==> src/sv/ecal_pkg.sv <==
`timescale 1ns / 1ps

package ecal_pkg;

    // Sequencer phases: four restoring divisions, then the year and month walks.
    typedef enum logic [2:0] {
        ST_IDLE,
        ST_DAY,
        ST_HOUR,
        ST_MIN,
        ST_WDAY,
        ST_YEAR,
        ST_MONTH
    } t_state;

    // Divisors pre-shifted to the top quotient bit of each division.
    localparam logic [31:0] DAY_DVS_INIT  = 32'd2831155200;  // 86400 << 15
    localparam logic [31:0] HOUR_DVS_INIT = 32'd57600;       // 3600 << 4
    localparam logic [31:0] MIN_DVS_INIT  = 32'd1920;        // 60 << 5
    localparam logic [31:0] WDAY_DVS_INIT = 32'd28672;       // 7 << 12

    // Index of the top quotient bit of each division.
    localparam logic [3:0] DAY_STEPS  = 4'd15;
    localparam logic [3:0] HOUR_STEPS = 4'd4;
    localparam logic [3:0] MIN_STEPS  = 4'd5;
    localparam logic [3:0] WDAY_STEPS = 4'd12;

    // Day 0 of the epoch is a Thursday.
    localparam logic [31:0] WDAY_OFFSET = 32'd4;

    // Year walk starts at 1970, with its residues modulo 100 and 400.
    localparam logic [11:0] FIRST_YEAR     = 12'd1970;
    localparam logic [6:0]  FIRST_YEAR_100 = 7'd70;
    localparam logic [8:0]  FIRST_YEAR_400 = 9'd370;
    localparam logic [6:0]  LAST_MOD_100   = 7'd99;
    localparam logic [8:0]  LAST_MOD_400   = 9'd399;
    localparam logic [11:0] YEAR_CODE_BIAS = 12'd48;

    localparam logic [31:0] DAYS_LEAP_YEAR   = 32'd366;
    localparam logic [31:0] DAYS_COMMON_YEAR = 32'd365;

    // December is the last month; the month walk stops there.
    localparam logic [3:0] LAST_MONTH_IDX = 4'd11;

    // Days in a month, month index 0 for January.
    function automatic logic [4:0] month_len(input logic [3:0] mon, input logic leap);
        logic [4:0] len;
        begin
            case (mon) inside
                4'd3, 4'd5, 4'd8, 4'd10: len = 5'd30;
                4'd1: len = leap ? 5'd29 : 5'd28;
                default: len = 5'd31;
            endcase
            return len;
        end
    endfunction

endpackage

==> src/sv/epoch_seconds_to_calendar.sv <==
`timescale 1ns / 1ps

// Converts seconds since 1970-01-01 00:00:00 UTC into a UTC calendar date and time.
// Input: a transaction is taken at a rising edge where start is high and busy is low;
// i_epoch_seconds is sampled at that edge. busy stays high until the result is out.
// Output: o_strobe is high for exactly one cycle with all calendar fields valid in that
// cycle. The receiver cannot stall; the result must be taken when it appears.
// Sequence: every step reuses one 32-bit subtract/compare unit. The day, hour, minute and
// weekday restoring divisions run in that order, then the year walk over Y (0..136) whole
// years since 1970 and the month walk over M (0..11) whole months in the final year; Y
// stops at 136 since the input range ends in February 2106. o_strobe rises when the month
// walk ends; busy falls in the same cycle, and a new start may be accepted while the
// strobe is high. One transaction is in flight at a time.
// Reset: i_rst_n is synchronous and active low; it returns the sequencer to idle and
// clears the strobe. The datapath and result registers are not reset.
module epoch_seconds_to_calendar (
    input  logic        i_clk,
    input  logic        i_rst_n,
    input  logic        start,
    output logic        busy,
    input  logic [31:0] i_epoch_seconds,
    output logic        o_strobe,
    output logic [4:0]  o_hours,
    output logic [5:0]  o_minutes,
    output logic [5:0]  o_seconds,
    output logic [2:0]  o_weekday,
    output logic [3:0]  o_month,
    output logic [4:0]  o_day_of_month,
    output logic [7:0]  o_year_code
);
    import ecal_pkg::*;

    t_state      r_state,   n_state;
    logic [31:0] r_rem,     n_rem;
    logic [31:0] r_dvs,     n_dvs;
    logic [3:0]  r_cnt,     n_cnt;
    logic [15:0] r_quo,     n_quo;
    logic [15:0] r_days,    n_days;
    logic [11:0] r_year,    n_year;
    logic [6:0]  r_y100,    n_y100;
    logic [8:0]  r_y400,    n_y400;
    logic [3:0]  r_mon,     n_mon;
    logic [4:0]  r_hours,   n_hours;
    logic [5:0]  r_minutes, n_minutes;
    logic [5:0]  r_seconds, n_seconds;
    logic [2:0]  r_wday,    n_wday;
    logic [3:0]  r_month,   n_month;
    logic [4:0]  r_dom,     n_dom;
    logic [7:0]  r_ycode,   n_ycode;
    logic        r_strobe,  n_strobe;

    logic [31:0] w_operand;
    logic [31:0] w_diff;
    logic        w_ge;
    logic        w_leap;
    logic [15:0] w_quo_next;
    logic [11:0] w_ycode_full;

    // Gregorian leap rule, using running residues of the year.
    assign w_leap = (r_year[1:0] == 2'b00) &&
                    ((r_y100 != 7'd0) || (r_y400 == 9'd0));

    // Operand select for the shared unit.
    always_comb begin
        case (r_state)
            ST_YEAR:  w_operand = w_leap ? DAYS_LEAP_YEAR : DAYS_COMMON_YEAR;
            ST_MONTH: w_operand = {27'd0, month_len(r_mon, w_leap)};
            default:  w_operand = r_dvs;
        endcase
    end

    ecal_sub_unit u_sub (
        .i_a    (r_rem),
        .i_b    (w_operand),
        .o_diff (w_diff),
        .o_ge   (w_ge)
    );

    assign w_quo_next   = {r_quo[14:0], w_ge};
    assign w_ycode_full = r_year + YEAR_CODE_BIAS;

    // Sequencer: next state and datapath updates.
    always_comb begin
        n_state   = r_state;
        n_rem     = r_rem;
        n_dvs     = r_dvs;
        n_cnt     = r_cnt;
        n_quo     = r_quo;
        n_days    = r_days;
        n_year    = r_year;
        n_y100    = r_y100;
        n_y400    = r_y400;
        n_mon     = r_mon;
        n_hours   = r_hours;
        n_minutes = r_minutes;
        n_seconds = r_seconds;
        n_wday    = r_wday;
        n_month   = r_month;
        n_dom     = r_dom;
        n_ycode   = r_ycode;
        n_strobe  = 1'b0;

        // Common restoring-division step for the four divide phases.
        if (r_state == ST_DAY || r_state == ST_HOUR ||
            r_state == ST_MIN || r_state == ST_WDAY) begin
            if (w_ge) begin
                n_rem = w_diff;
            end
            n_quo = w_quo_next;
            n_dvs = {1'b0, r_dvs[31:1]};
            n_cnt = r_cnt - 4'd1;
        end

        case (r_state)
            ST_IDLE: begin
                if (start) begin
                    n_rem   = i_epoch_seconds;
                    n_dvs   = DAY_DVS_INIT;
                    n_cnt   = DAY_STEPS;
                    n_quo   = 16'd0;
                    n_state = ST_DAY;
                end
            end
            ST_DAY: begin
                if (r_cnt == 4'd0) begin
                    n_days  = w_quo_next;
                    n_dvs   = HOUR_DVS_INIT;
                    n_cnt   = HOUR_STEPS;
                    n_quo   = 16'd0;
                    n_state = ST_HOUR;
                end
            end
            ST_HOUR: begin
                if (r_cnt == 4'd0) begin
                    n_hours = w_quo_next[4:0];
                    n_dvs   = MIN_DVS_INIT;
                    n_cnt   = MIN_STEPS;
                    n_quo   = 16'd0;
                    n_state = ST_MIN;
                end
            end
            ST_MIN: begin
                if (r_cnt == 4'd0) begin
                    n_minutes = w_quo_next[5:0];
                    n_seconds = w_ge ? w_diff[5:0] : r_rem[5:0];
                    n_rem     = {16'd0, r_days} + WDAY_OFFSET;
                    n_dvs     = WDAY_DVS_INIT;
                    n_cnt     = WDAY_STEPS;
                    n_quo     = 16'd0;
                    n_state   = ST_WDAY;
                end
            end
            ST_WDAY: begin
                if (r_cnt == 4'd0) begin
                    n_wday  = w_ge ? w_diff[2:0] : r_rem[2:0];
                    n_rem   = {16'd0, r_days};
                    n_year  = FIRST_YEAR;
                    n_y100  = FIRST_YEAR_100;
                    n_y400  = FIRST_YEAR_400;
                    n_state = ST_YEAR;
                end
            end
            ST_YEAR: begin
                // Peel off one whole year per cycle while enough days remain.
                if (w_ge) begin
                    n_rem  = w_diff;
                    n_year = r_year + 12'd1;
                    n_y100 = (r_y100 == LAST_MOD_100) ? 7'd0 : r_y100 + 7'd1;
                    n_y400 = (r_y400 == LAST_MOD_400) ? 9'd0 : r_y400 + 9'd1;
                end else begin
                    n_mon   = 4'd0;
                    n_state = ST_MONTH;
                end
            end
            ST_MONTH: begin
                // Peel off whole months, never past December.
                if (r_mon < LAST_MONTH_IDX && w_ge) begin
                    n_rem = w_diff;
                    n_mon = r_mon + 4'd1;
                end else begin
                    n_month  = r_mon + 4'd1;
                    n_dom    = r_rem[4:0] + 5'd1;
                    n_ycode  = w_ycode_full[7:0];
                    n_strobe = 1'b1;
                    n_state  = ST_IDLE;
                end
            end
            default: begin
                n_state = ST_IDLE;
            end
        endcase
    end

    // Control registers.
    always_ff @(posedge i_clk) begin
        if (!i_rst_n) begin
            r_state  <= ST_IDLE;
            r_strobe <= 1'b0;
        end else begin
            r_state  <= n_state;
            r_strobe <= n_strobe;
        end
    end

    // Datapath and result registers.
    always_ff @(posedge i_clk) begin
        r_rem     <= n_rem;
        r_dvs     <= n_dvs;
        r_cnt     <= n_cnt;
        r_quo     <= n_quo;
        r_days    <= n_days;
        r_year    <= n_year;
        r_y100    <= n_y100;
        r_y400    <= n_y400;
        r_mon     <= n_mon;
        r_hours   <= n_hours;
        r_minutes <= n_minutes;
        r_seconds <= n_seconds;
        r_wday    <= n_wday;
        r_month   <= n_month;
        r_dom     <= n_dom;
        r_ycode   <= n_ycode;
    end

    assign busy           = (r_state != ST_IDLE);
    assign o_strobe       = r_strobe;
    assign o_hours        = r_hours;
    assign o_minutes      = r_minutes;
    assign o_seconds      = r_seconds;
    assign o_weekday      = r_wday;
    assign o_month        = r_month;
    assign o_day_of_month = r_dom;
    assign o_year_code    = r_ycode;

`ifndef ASSERT_OFF
    // A result only follows the end of the month walk.
    a_strobe_after_month: assert property (@(posedge i_clk) disable iff (!i_rst_n)
        r_strobe |-> $past(r_state) == ST_MONTH)
        else $error("result strobe without a finished month walk");

    // The block is idle again whenever a result is shown.
    a_strobe_idle: assert property (@(posedge i_clk) disable iff (!i_rst_n)
        r_strobe |-> !busy)
        else $error("result strobe while still busy");

    // An accepted transaction starts the day division.
    a_start_day: assert property (@(posedge i_clk) disable iff (!i_rst_n)
        (start && !busy) |=> r_state == ST_DAY)
        else $error("accepted transaction did not start the day division");

    // The month walk never passes December.
    a_month_bound: assert property (@(posedge i_clk) disable iff (!i_rst_n)
        (r_state == ST_MONTH) |-> r_mon <= LAST_MONTH_IDX)
        else $error("month index out of range");

    // Time-of-day fields of a result are in range.
    a_time_range: assert property (@(posedge i_clk) disable iff (!i_rst_n)
        r_strobe |-> (r_hours <= 5'd23 && r_minutes <= 6'd59 &&
                      r_seconds <= 6'd59 && r_wday <= 3'd6))
        else $error("time-of-day field out of range");
`endif

endmodule

==> src/sv/ecal_sub_unit.sv <==
`timescale 1ns / 1ps

module ecal_sub_unit (
    input  logic [31:0] i_a,
    input  logic [31:0] i_b,
    output logic [31:0] o_diff,
    output logic        o_ge
);
    logic [32:0] w_full;

    // One wide subtract; the borrow out doubles as the compare result.
    assign w_full = {1'b0, i_a} - {1'b0, i_b};
    assign o_diff = w_full[31:0];
    assign o_ge   = ~w_full[32];

endmodule
==> config.mk <==
export PLATFORM = sky130hd
export DESIGN_NAME = epoch_seconds_to_calendar
export DESIGN_NICKNAME = d
export VERILOG_FILES = /design/src/sv/ecal_pkg.sv /design/src/sv/epoch_seconds_to_calendar.sv /design/src/sv/ecal_sub_unit.sv
export SDC_FILE = /design/constraint.sdc
export NUM_CORES = 1
export LEC_CHECK = 0
export BUFFER_PORTS_ARGS = -buffer_cell sky130_fd_sc_hd__buf_4
export CAP_MARGIN = 20
export CORE_MARGIN = 3
export CORE_UTILIZATION = 44
export CTS_CLUSTER_SIZE = 8
export DETAILED_ROUTE_END_ITERATION = 12
export SKIP_CTS_REPAIR_TIMING = 1
export SLEW_MARGIN = 20
export SYNTH_ARGS = -nofsm -noshare
export SYNTH_HDL_FRONTEND = slang
export SYNTH_SLANG_ARGS = --single-unit
==> constraint.sdc <==
create_clock -name i_clk -period 7.9 [get_ports i_clk]
set_clock_uncertainty 0.1 [all_clocks]
set_input_delay 1.58 -clock i_clk [delete_from_list [all_inputs] [get_ports i_clk]]
set_output_delay 1.58 -clock i_clk [all_outputs]
set_load 0.03 [all_outputs]
; ---- After elaboration in Yosys (flattened, before gate mapping)
; Cells that the tools add are included.
[op_classes]
n_mux = 54
addsub = 9
n_eq_ne = 22
n_reduce_logical = 25
bitwise = 2
magnitude_cmp = 1
[ops]
columns = op, n
row1 = $mux 32, 12
row2 = $pmux 32 s5, 1
row3 = $pmux 32 s4, 1
row4 = $pmux 32 s2, 1
row5 = $mux 16, 3
row6 = $sub 32x32->33, 1
row7 = $pmux 16 s2, 1
row8 = $mux 4, 7
row9 = $mux 9, 3
row10 = $mux 12, 2
row11 = $mux 3, 8
row12 = $pmux 12 s2, 1
row13 = $mux 7, 3
row14 = $pmux 3 s7, 1
row15 = $pmux 9 s2, 1
row16 = $add 16x3->17 const B, 1
row17 = $pmux 4 s4, 1
row18 = $pmux 7 s2, 1
row19 = $add 12x1->12 const B, 1
row20 = $reduce_and 2->1, 6
row21 = $ne 2x1->1 const B, 5
row22 = $add 9x1->9 const B, 1
row23 = $eq 3x3->1 const B, 3
row24 = $eq 9x9->1 const B, 1
row25 = other kinds (32), 47
[totals]
word_cells = 131
input_bits = 35
register_bits = 173
output_inout_bits = 39

; ---- Longest topological paths before layout
[logic_depth]
depth_word = 12
mapped_depth = 22
ltp_nobuf = 21

; ---- Modules after synthesis
; From an unflattened synthesis, not the netlist that was laid out.
[unflattened]
hier_cells = 1095
area_unflattened_um2 = 9998.3
[modules_own_cells]
columns = module, seq_area_each_um2, instances, area_per_inst_um2, cells_each
row1 = epoch_seconds_to_calendar, 4174.0, 1, 8298.0, 851
row2 = ecal_sub_unit, 0.0, 1, 1700.4, 244

; ---- Worst setup path before layout
; No wires, ideal clock.
[synth_path]
kind = reg-to-reg
from = register r_state[0]
to = register r_y100[0], enable pin
setup_slack_ns = 3.239
t_required_ns = 7.386
n_path_buf = 5
setup_ns = 0.414
synth_period_minus_slack_ns = 4.661
path_stages_with_launch = 17
arrival_time_ns = 4.147
path_cell_list = dfxtp_1 buf_2 nor2b_1 and2_1 clkbuf_1 nor2_1 clkbuf_1 nand2_1 ha_1 buf_2 nand4_1 nor4_1 a31oi_1 nand4b_2 a31oi_4 buf_4 o22ai_1
[synth_between]
elab_chain_len = 5
word_cells_on_any_way = 9
classes_between = add/sub: 1 / eq/ne: 5 / mux: 1 / reduce/logical: 2
[synth_lines]
columns = element, line_no
row1 = from (decl), epoch_seconds_to_calendar.sv:33  ; t_state r_state, n_state;
row2 = from (signal assigned), epoch_seconds_to_calendar.sv:200  ; r_state <= n_state;
row3 = $eq 3x3->1 (on tied branches), "epoch_seconds_to_calendar.sv:65, epoch_seconds_to_calendar.sv:114"
row4 = $pmux 32 s2, epoch_seconds_to_calendar.sv:65  ; case (r_state)
row5 = $sub 32x32->33, ecal_sub_unit.sv:12  ; assign w_full = {1'b0, i_a} - {1'b0, i_b};
row6 = $ne 2x2->1 (no source line), -
row7 = $reduce_and 3->1 (no source line) (*), -
row8 = to (signal assigned), epoch_seconds_to_calendar.sv:213  ; r_y100 <= n_y100;
row9 = to (decl), epoch_seconds_to_calendar.sv:40  ; logic [6:0] r_y100, n_y100;
; Mark *: on every way between the ends. The rest lies on a longest branch, timed or not.
; A chain may end at the register's enable or synchronous reset.

; ---- Worst setup path after layout
[layout_path]
from = register r_state[1]
to = register r_rem[24]
[layout_between]
elab_chain_len = 7
word_cells_on_any_way = 22
classes_between = add/sub: 1 / eq/ne: 6 / mux: 9 / bitwise: 1 / reduce/logical: 5
[layout_lines]
columns = element, line_no
row1 = $eq 3x3->1 (tied with other cells), "epoch_seconds_to_calendar.sv:65, epoch_seconds_to_calendar.sv:114"
row2 = $pmux 32 s2 / $logic_or 1x1->1 (equally long branches), "epoch_seconds_to_calendar.sv:65, epoch_seconds_to_calendar.sv:104"
row3 = $sub 32x32->33 / $logic_or 1x1->1 (equally long branches), "ecal_sub_unit.sv:12, epoch_seconds_to_calendar.sv:104"
row4 = $mux 32 (tied with other cells), epoch_seconds_to_calendar.sv:106  ; if (w_ge) begin
row5 = $mux 32 / $logic_and 1x1->1 (equally long branches), "epoch_seconds_to_calendar.sv:104, epoch_seconds_to_calendar.sv:177"
row6 = $mux 32 (on tied branches), -
row7 = $pmux 32 s5 (*), epoch_seconds_to_calendar.sv:114  ; case (r_state)
row8 = via n_rem[24], epoch_seconds_to_calendar.sv:34  ; logic [31:0] r_rem, n_rem;
row9 = to (signal assigned), epoch_seconds_to_calendar.sv:207  ; r_rem <= n_rem;
row10 = to (decl), epoch_seconds_to_calendar.sv:34
; The timed path passes the listed nets; every way through them passes the cells marked *.

==> impl_metrics.csv <==
group,metric,value,unit
logic_synthesis,netlist_area,9739,sq um
floorplanning,ios,74,
floorplanning,die_x,154.8,um
global_route,antenna_found_initial,0,
worst_setup_path,path_depth,17,
worst_setup_path,crit_chain,"inv_1 > nor2_1 > and2_1 > o211ai_1 > o211ai_1 > ha_1 > inv_1 > fa_1 > a211oi_2 > nor3_2 > o311ai_1 > nand4b_2 > a31oi_4 > inv_2 > nand2b_1 > nor2_1 > a221o_1",
worst_hold_path,min_path_type,"flip-flop to flip-flop",
global_route,track_usage,0.2219,
routing,first_iter_violations,638,
logic_synthesis,synthFlopType,"dfxtp_1",
cts,clock_path_buffers,2,
logic_synthesis,ys_ff_latch,168,
worst_setup_path,cpMaxStageDelayCell,"dfxtp_1",
worst_setup_path,crit_fanout,18,
cts,cts.sinks,168,
floorplanning,fp.coreArea,21350,sq um
logic_synthesis,syn_nets,1185,
sta,finalSetupViolations,0,
global_route,grt_pass1_vias,7766,
worst_setup_path,cp.arrival,6.17,ns
finish,multiInputGateArea,5219,sq um
cts,cts_buffers,17,
logic_synthesis,avgSynthCellArea,8.846,sq um
cts,cts_tree,"built",
finish,final_nets,1231,
logic_synthesis,synthArstFlopShare,0,
cts,clkTransAtPathRegs,0.07,ns
worst_setup_path,startpoint,"r_state[1]",
finish,final_common_cell,"nand2_1",
worst_hold_path,worstHoldStart,"r_quo[14]",
sta,fmax,168.2,MHz
routing,vias,8410,
worst_setup_path,cp-endpoint,"r_rem[24]",
finish,fillCellCount,1978,
sta,setup_tns,0,ns
global_route,grt_max_degree,53,
worst_setup_path,path_buf_inv,3,
routing,drc,0,
cts,clock_latency,0.44,ns
global_route,busiest_layer,"met2",
global_route,use_met1,0.3124,
floorplanning,dieArea,23960,sq um
pwr,power,3.216,mW
logic_synthesis,synth.distinct_cells,79,
finish,drive_gt1_frac,0.1310,
sta,slew_violations,0,
logic_synthesis,synth_edf_count,81,
floorplanning,fp.dieH,154.8,um
sta,fin_crit_sh,0.7526,
logic_synthesis,yosysWarningCount,0,
sta,hold_violations,0,
floorplanning,start_util,0.4561,
cts,cts_root_buffer,"clkbuf_16",
sta,grt_setup_unrepaired,"false",
pwr,leakagePower,4.195,nW
routing,finalWirelength,26.53,mm
sta,period_minus_slack,5.946,ns
logic_synthesis,ys_top_cells_by_area,"edfxtp_1 25%, dfxtp_1 18%, nand2_1 6.8%",
placed_design,place_hpwl,18.97,mm
global_route,grt_pass1_wl,42.65,mm
worst_setup_path,worstPathRequired,8.12,ns
routing,routedWlPerCell,18.49,um
finish,regArea,4174,sq um
pwr,power_density,290.5,nW/um^2
cts,htreeDepth,4,
sta,tightestPinTransition,0.9241,ns
floorplanning,num_rows,53,
worst_setup_path,rr_endpoint,"r_rem[24]",
worst_setup_path,max_stage_delay,0.69,ns
routing,postRouteAntennaNets,0,
placed_design,numPortBuffers,73,
finish,antenna_cells,0,
routing,avgViaCountPerCell,5.861,
worst_setup_path,cp-start-kind,"flip-flop",
logic_synthesis,yosys.area.top_type,"edfxtp_1",
global_route,met2_usage,0.3571,
finish,final_cell_mix,"177 x nand2_1, 123 x a21oi_1, 87 x dfxtp_1",
worst_setup_path,timing.rr.start,"r_state[1]",
worst_setup_path,critPathKind,"flip-flop to flip-flop",
placed_design,gp_congestion,0.9147,
routing,drt-pass1-iter-count,8,
finish,syn2layout_area_growth,13.66,%
worst_setup_path,worstSetupEndpointType,"flip-flop",
status,outcome,"complete, no violations",
worst_setup_path,cpLargestDelayFamily,"compound AO/OA/AOI/OAI gates",
global_route,grt_use_met3,0.03917,
sta,slew_headroom,0.3792,
job,cap_violations,0,
worst_setup_path,regToRegSetupSlack,1.95,ns
logic_synthesis,synth_seq_area_share,0.4286,
global_route,overflow,0,
logic_synthesis,yosysTopAreaCellShare,0.2497,
logic_synthesis,syn_inst,1101,
pwr,ir_worst_vdd,0.0002271,V
worst_setup_path,reg2regPathDepth,17,
==> worst min-delay path by stage <==
stage                      end  slack (ns)  cells past startpoint
floorplan           r_days[15]        0.31                      0
global placement    r_days[15]        0.31                      0
detailed placement  r_days[15]        0.32                      0
CTS                 r_days[15]        0.35                      0
global route        r_days[15]        0.36                      0
finish              r_days[15]        0.35                      0
==> power breakdown <==
part	switching (mW)	total [mW]	internal [mW]
clock network	0.403	0.835	0.432
logic	0.748	1.27	0.521
registers	0.0940	1.11	1.02
total	1.25	3.22	1.97
==> per-stage QoR <==
| stage | cell area [sq um] | worst slack [ns] | util | hold WS [ns] | std cells |
|---|---|---|---|---|---|
| finish | 11070 | 1.954 | 0.5184 | 0.3470 | 1435 |
| global route | 11070 | 1.621 | 0.5184 | 0.3639 | 1435 |
| CTS | 11070 | 2.074 | 0.5184 | 0.3494 | 1435 |
| detailed placement | 10480 | 2.125 | 0.4910 | 0.3175 | 1403 |
| global placement | 10480 | 2.290 | 0.4910 | 0.3118 | 1403 |
| floorplan | 9739 | 3.239 | - | 0.3081 | 1101 |
==> worst reg2reg max path, stage by stage, from the launching register on <==
cell	delay, ns
dfxtp_1	0.69
inv_1	0.26
nor2_1	0.37
and2_1	0.30
o211ai_1	0.16
o211ai_1	0.25
ha_1	0.18
inv_1	0.05
fa_1	0.42
a211oi_2	0.31
nor3_2	0.10
o311ai_1	0.50
nand4b_2	0.23
a31oi_4	0.61
inv_2	0.34
nand2b_1	0.58
nor2_1	0.13
a221o_1	0.28
==> layer usage <==
metal  up-vias  share of wire
li1       4126              -
met5         -              0
met1      4000           0.46
met2       257           0.46
met4         0          0.016
met3        27          0.057
==> state kept, by name, summed over array words and instances, names as in the netlist, 7 cells and up <==
| name | count |
|---|---|
| r_days | 16 |
| o_year_code | 8 |
| r_y100 | 7 |
| r_year | 8 |
| r_quo | 15 |
| r_y400 | 9 |
| r_rem | 32 |
| r_dvs | 32 |
==> logic make-up (layout without fill, tap and decap cells) <==
| logic type | count (synthesis) | after routing | synth area share |
|---|---|---|---|
| AOI/OAI and AO/OA | 328 | 328 | 0.2149 |
| DFF | 168 | 168 | 0.4286 |
| xor gates and xnor gates | 52 | 52 | 0.04676 |
| buffers and inverters | 87 | 146 | 0.03674 |
| adders and majority gates | 49 | 49 | 0.06372 |
| muxes | 20 | 20 | 0.02274 |
| and+or+nand+nor | 397 | 397 | 0.1865 |
==> Yosys cell counts, types with 5 or more instances <==
cell type and count:
mux2_2 5, nor2_1 79, a22oi_1 14, o211ai_1 8
nor2b_1 5, a31oi_1 12, xor2_1 23, nand3_1 40
clkbuf_1 40, nand4_1 14, edfxtp_1 81, a31o_2 5
and2_1 10, o21ai_1 6, o21ai_0 65, ha_1 48
nand2b_1 13, a222oi_1 8, a21oi_1 123, inv_1 27
nor3_1 16, o31ai_1 8, nand2_1 177, mux2i_1 12
buf_2 12, and3_1 13, xnor2_1 29, dfxtp_1 87
a211oi_1 7, a21o_1 13
==> layout make-up <==
class                           count  share of cell area
Clock inverter                     14             0.01322
Clock buffer                       18             0.03967
Timing Repair Buffer               85             0.05765
Inverter                           29            0.009834
Sequential cell                   168              0.3771
Tap cell                          275             0.03108
Multi-Input combinational cell    846              0.4715
Note: power is estimated with default switching activity, not from simulation.
